===== src/sv/afi_pkg.sv =====
// Shared types and constants for the affine matrix inverse block.
// Used by every module of the block; depends on nothing else.
package afi_pkg;

   localparam int EW = 32;                  // entry width
   localparam int FB = 16;                  // fraction bits
   localparam int ADJ_W = 2 * EW + 1;       // 2x2 cofactor width
   localparam int DW = 3 * EW + 3;          // determinant and translation sum width
   localparam int NW = DW + 2 * FB;         // dividend magnitude width
   localparam int QW = EW + 1;              // quotient bits kept before saturation
   localparam int CW = NW + QW;             // divider compare width
   localparam int LANES = 4;
   localparam int TRANS_LANE = 3;
   localparam int LANE_LAT = QW + 2;        // divider lane latency in cycles

   localparam logic [1:0] ROW0 = 2'd0;
   localparam logic [1:0] ROW1 = 2'd1;
   localparam logic [1:0] ROW2 = 2'd2;

   localparam logic [EW-1:0] ENTRY_MAX = {1'b0, {(EW-1){1'b1}}};
   localparam logic [EW-1:0] ENTRY_MIN = {1'b1, {(EW-1){1'b0}}};
   localparam logic ONE_CLIPS = (FB >= EW - 1);
   localparam logic [EW-1:0] ONE_VAL = ONE_CLIPS ? ENTRY_MAX : (EW'(1) << FB);

   typedef struct packed {
      logic signed [EW-1:0] row0_col0;
      logic signed [EW-1:0] row0_col1;
      logic signed [EW-1:0] row0_col2;
      logic signed [EW-1:0] row0_col3;
      logic signed [EW-1:0] row1_col0;
      logic signed [EW-1:0] row1_col1;
      logic signed [EW-1:0] row1_col2;
      logic signed [EW-1:0] row1_col3;
      logic signed [EW-1:0] row2_col0;
      logic signed [EW-1:0] row2_col1;
      logic signed [EW-1:0] row2_col2;
      logic signed [EW-1:0] row2_col3;
   } afi_req_type;

   typedef struct packed {
      logic [1:0]           out_row;
      logic signed [EW-1:0] out_col0;
      logic signed [EW-1:0] out_col1;
      logic signed [EW-1:0] out_col2;
      logic signed [EW-1:0] out_col3;
      logic                 singular;
      logic                 clipped;
      logic                 last_row;
   } afi_rsp_type;

   typedef struct packed {
      logic       valid;
      logic [1:0] row;
      logic       singular;
   } afi_meta_type;

   typedef struct packed {
      logic [NW-1:0] num;
      logic [DW-1:0] den;
      logic          neg;
   } afi_div_in_type;

   typedef struct packed {
      logic [EW-1:0] value;
      logic          clip;
   } afi_div_out_type;

endpackage


===== src/sv/afi_merge.sv =====
// Merge stage: joins the four lane results of one row, substitutes the
// identity row for a singular matrix and holds the response. Depends on afi_pkg.
module afi_merge (
   input  logic                                          clock,
   input  logic                                          reset,
   input  logic                                          rsp_stall,
   input  afi_pkg::afi_meta_type                         meta,
   input  afi_pkg::afi_div_out_type [afi_pkg::LANES-1:0] lanes,
   output logic                                          adv,
   output logic                                          rsp_valid,
   output afi_pkg::afi_rsp_type                          rsp_data
);
   import afi_pkg::*;

   logic        valid_ff;
   afi_rsp_type rsp_ff, rsp_in;

   assign adv = !valid_ff || !rsp_stall;

   always_comb begin
      rsp_in.out_row  = meta.row;
      rsp_in.last_row = (meta.row == ROW2);
      rsp_in.singular = meta.singular;
      if (meta.singular) begin
         rsp_in.out_col0 = (meta.row == ROW0) ? ONE_VAL : '0;
         rsp_in.out_col1 = (meta.row == ROW1) ? ONE_VAL : '0;
         rsp_in.out_col2 = (meta.row == ROW2) ? ONE_VAL : '0;
         rsp_in.out_col3 = '0;
         rsp_in.clipped  = ONE_CLIPS;
      end else begin
         rsp_in.out_col0 = lanes[0].value;
         rsp_in.out_col1 = lanes[1].value;
         rsp_in.out_col2 = lanes[2].value;
         rsp_in.out_col3 = lanes[TRANS_LANE].value;
         rsp_in.clipped  = lanes[0].clip || lanes[1].clip || lanes[2].clip ||
                           lanes[TRANS_LANE].clip;
      end
   end

   always_ff @(posedge clock) begin
      if (reset) begin
         valid_ff <= 1'b0;
      end else if (adv) begin
         valid_ff <= meta.valid;
      end
   end

   always_ff @(posedge clock) begin
      if (adv) begin
         rsp_ff <= rsp_in;
      end
   end

   assign rsp_valid = valid_ff;
   assign rsp_data  = rsp_ff;

endmodule


===== config.mk =====
export PLATFORM = sky130hd
export DESIGN_NAME = afi_merge
export DESIGN_NICKNAME = d
export VERILOG_FILES = /design/src/sv/afi_pkg.sv /design/src/sv/afi_merge.sv
export SDC_FILE = /design/constraint.sdc
export NUM_CORES = 1
export LEC_CHECK = 0
export BUFFER_PORTS_ARGS = -buffer_cell sky130_fd_sc_hd__buf_2
export CORE_MARGIN = 4
export CORE_UTILIZATION = 40
export CTS_BUF_LIST = sky130_fd_sc_hd__clkbuf_16
export DETAILED_ROUTE_END_ITERATION = 16
export PLACE_DENSITY = 0.69
export SLEW_MARGIN = 20
export SYNTH_ARGS = -nofsm -noshare
export SYNTH_HDL_FRONTEND = slang
export SYNTH_SLANG_ARGS = --single-unit

===== constraint.sdc =====
create_clock -name clock -period 11.2 [get_ports clock]
set_clock_uncertainty 0.15 [all_clocks]
set_input_delay 1.12 -clock clock [delete_from_list [all_inputs] [get_ports clock]]
set_output_delay 1.12 -clock clock [all_outputs]
set_load 0.05 [all_outputs]

==> impl_summary.log <==
INFO  metric timing.hold.worst_path_depth = 2
INFO  metric num_vias = 3239
INFO  metric grt_remaining_overflow = 0
INFO  metric syn_avg_cell_area = 17.3 um2
INFO  metric swShare = 0.280
INFO  metric design_power_total = 1.35 mW
INFO  metric wire_length_of_the_first_global_routing_pass = 17.0 mm
INFO  metric cts.hold.buffers_added = 0
INFO  metric post_route_fraction_of_the_period_consumed_by_the_critical_path = 0.311
INFO  metric dieHeight = 119 um
INFO  metric p_comb_frac = 0.172
INFO  metric netlist_instances = 285
INFO  metric insertion_delay = 0.40 ns
INFO  metric timing_worst_setup_path_type = in2out
INFO  metric route.detailed.wl_per_inst = 15.1 um
INFO  metric netlist_area_before_placement = 4940 um2
INFO  metric timing.critical_path.to_type = output port
INFO  metric port_buffers = 273
INFO  metric clockRootBuffer = clkbuf_16
INFO  metric area_growth_syn_to_layout = 42.0%
INFO  metric insertedDiodeCount = 0
INFO  metric gr-usage-met3 = 0.0793
INFO  metric hold_class = reg2reg
INFO  metric clock_tree_from_tritoncts = built
INFO  metric count_of_final_max_slew_check_failures = 0
INFO  metric grt_start_max_net_pins = 77
INFO  metric initialDrtViolationCount = 171
INFO  metric reg_to_reg_endpoint = rsp_data[37]
INFO  metric setup_ws = 7.72 ns
INFO  metric die_x = 119 um
INFO  metric grt_busiest_layer = met2
INFO  metric worst-path-max-fanout = 59
INFO  metric setup_total_negative_slack = 0 ns
INFO  metric final_period_minus_worst_setup_slack = 3.48 ns
INFO  metric worst_path_most_repeated_cell = buf_2
INFO  metric yosys_register_bits = 134
INFO  metric drive_gt1_frac = 0.524
INFO  metric core.rowCount = 40
INFO  metric critPathArrivalTime = 2.21 ns
INFO  metric vias_in_the_first_global_route = 3318
INFO  metric launching_instance_or_port_of_the_critical_path = rsp_stall
INFO  metric drt_pre_antenna_iters = 4
INFO  metric routed_via_density = 4.34
INFO  metric holdPathEnd = rsp_valid
INFO  metric regToRegStartpoint = rsp_valid
INFO  metric fp.dieArea = 14200 um2
INFO  metric post-place-ws = 7.68 ns
INFO  metric floorplan.initialDensity = 0.410
INFO  metric crit_path_cell_trace = buf_2, nand2_4, buf_2
INFO  metric outcome = completed
INFO  metric achievable-frequency = 287 MHz
INFO  metric use_met2 = 0.267
INFO  metric ant_nets = 0
INFO  metric internal_power = 969 uW
INFO  metric timing_hold_violations_final = 0
INFO  metric syn_nets = 424
INFO  metric peakVddDrop = 0.000103 V
INFO  metric detail_route.wirelength = 11.3 mm
INFO  metric layout_common_cells = buf_2 (272), edfxtp_1 (133), nor2b_1 (122), clkbuf_16 (17), clkinv_1 (7)
INFO  metric clock-sinks = 134
INFO  metric drc_errors = 0
INFO  metric critical-path-top-delay-family = simple AND/OR/NAND/NOR gates
INFO  metric core_area = 12100 um2
INFO  metric synth.yosys.seq_area_share = 0.812
INFO  metric clock_transition_at_the_registers_of_the_reported_paths = 0.05 ns
INFO  metric finalSetupViolations = 0
INFO  metric reg2reg_setup_slack = 8.82 ns
INFO  metric dp.final_hpwl = 8.25 mm
INFO  metric cts_max_path_buffers = 2
INFO  metric cts_setup_buffers = 0
INFO  metric timing.critical_path.required = 9.93 ns
INFO  metric powerDensity = 192 nW/um2
INFO  metric timing.slew.headroom = 0.375
INFO  metric holdCritStartpoint = rsp_valid
INFO  metric rsz0062_at_grt = false
INFO  metric mostFrequentLayoutCell = buf_2
INFO  metric finalNetCount = 704
INFO  metric critical-path-max-stage-delay = 0.55 ns
INFO  metric yosysUniqueCellTypes = 15
INFO  metric worst_slew_pin_slew = 0.937 ns
INFO  metric seq_power_share = 0.450
INFO  metric ys_warn_count = 0
INFO  metric cts_resized = 0
INFO  metric layout.core_utilization = 0.582
INFO  metric p_sw = 376 uW
INFO  metric groute.usage.overall = 0.156
INFO  metric power.static_leakage = 3.24 nW
INFO  metric routabilityCongestion = 0.759
INFO  metric cts_buffers = 17
INFO  metric r2r_worst_path_depth = 2
INFO  metric io_pins = 274
INFO  metric grt_util_met1 = 0.162
INFO  metric cp-start-kind = primary input
INFO  metric drv_cap = 0
INFO  metric grt_antenna_before_repair = 0
INFO  metric pwr-share-clk = 0.378
INFO  metric cp_slowest_cell = nand2_4
INFO  metric cts-htree-levels = 4
INFO  metric path_buf_inv = 2
==> worst reg2reg max path, delay by kind of cell, from the launching register on <==
| kind | cells | cell delay, ns |
|---|---|---|
| buf+inv | 1 | 0.91 |
| flops | 1 | 0.34 |
| simple gates | 1 | 0.56 |
==> layout make-up <==
cell class              instances  area, um2
repair buffers                275       1380
inverters                       1       3.75
multi-input cells             136        862
flip-flops and latches        134       4010
clock buffers                  17        425
clock inverters                15        119
well taps                     168        210
fillers                       987       5040
==> metal layers <==
metal	part of all wire	wire length (um)
met1	0.36	4040
met2	0.51	5780
met3	0.11	1220
met4	0.020	224
met5	0	0
==> state kept, by name, summed over array words and instances (netlist names) <==
register   flops
rsp_data     133
rsp_valid      1
==> per-stage QoR <==
stage / area (um2) / instances / hold slack, ns
after floorplan: 4940 / 285 / 0.590
after global placement: 6470 / 714 / 0.398
after detailed placement: 6470 / 714 / 0.403
after CTS: 7020 / 746 / 0.415
after global routing: 7020 / 746 / 0.460
final: 7020 / 746 / 0.407
==> power by group through the flow <==
| stage | registers, mW | clock network (mW) | logic (mW) |
|---|---|---|---|
| 6_report | 0.605 | 0.508 | 0.232 |
| 5_1_grt | 0.608 | 0.547 | 0.242 |
| 4_1_cts | 0.605 | 0.520 | 0.234 |
| 3_5_place_dp | 0.615 | 0 | 0.234 |
| 3_3_place_gp | 0.614 | 0 | 0.232 |
| 2_1_floorplan | 0.756 | 0 | 0.0295 |
==> Yosys cell counts, drive strengths merged <==
cell	count	share of area
a21oi	1	0.0010
o21ai	1	0.0010
mux2	2	0.0046
and2b	4	0.0061
clkbuf	1	0.00076
nand3b	1	0.0015
buf	13	0.014
nand2	1	0.00076
inv	1	0.00076
nor2b	122	0.15
dfxtp	1	0.0040
nor2	3	0.0023
nor4	1	0.0013
edfxtp	133	0.81
==> worst max path at each step <==
| stage | end | slack, ns | cells after the start |
|---|---|---|---|
| floorplan | adv | 5.71 | 1 |
| global placement | adv | 7.71 | 3 |
| detailed placement | adv | 7.68 | 3 |
| CTS | adv | 7.69 | 3 |
| global route | adv | 7.63 | 3 |
| finish | adv | 7.72 | 3 |
==> logic make-up after synthesis <==
| logic type | after synthesis | share of synthesized area |
|---|---|---|
| mux | 2 | 0.00456 |
| simple gates | 132 | 0.166 |
| flops | 134 | 0.812 |
| compound gates | 2 | 0.00202 |
| buf+inv | 15 | 0.0152 |
Power figures use the tool's default switching activity.
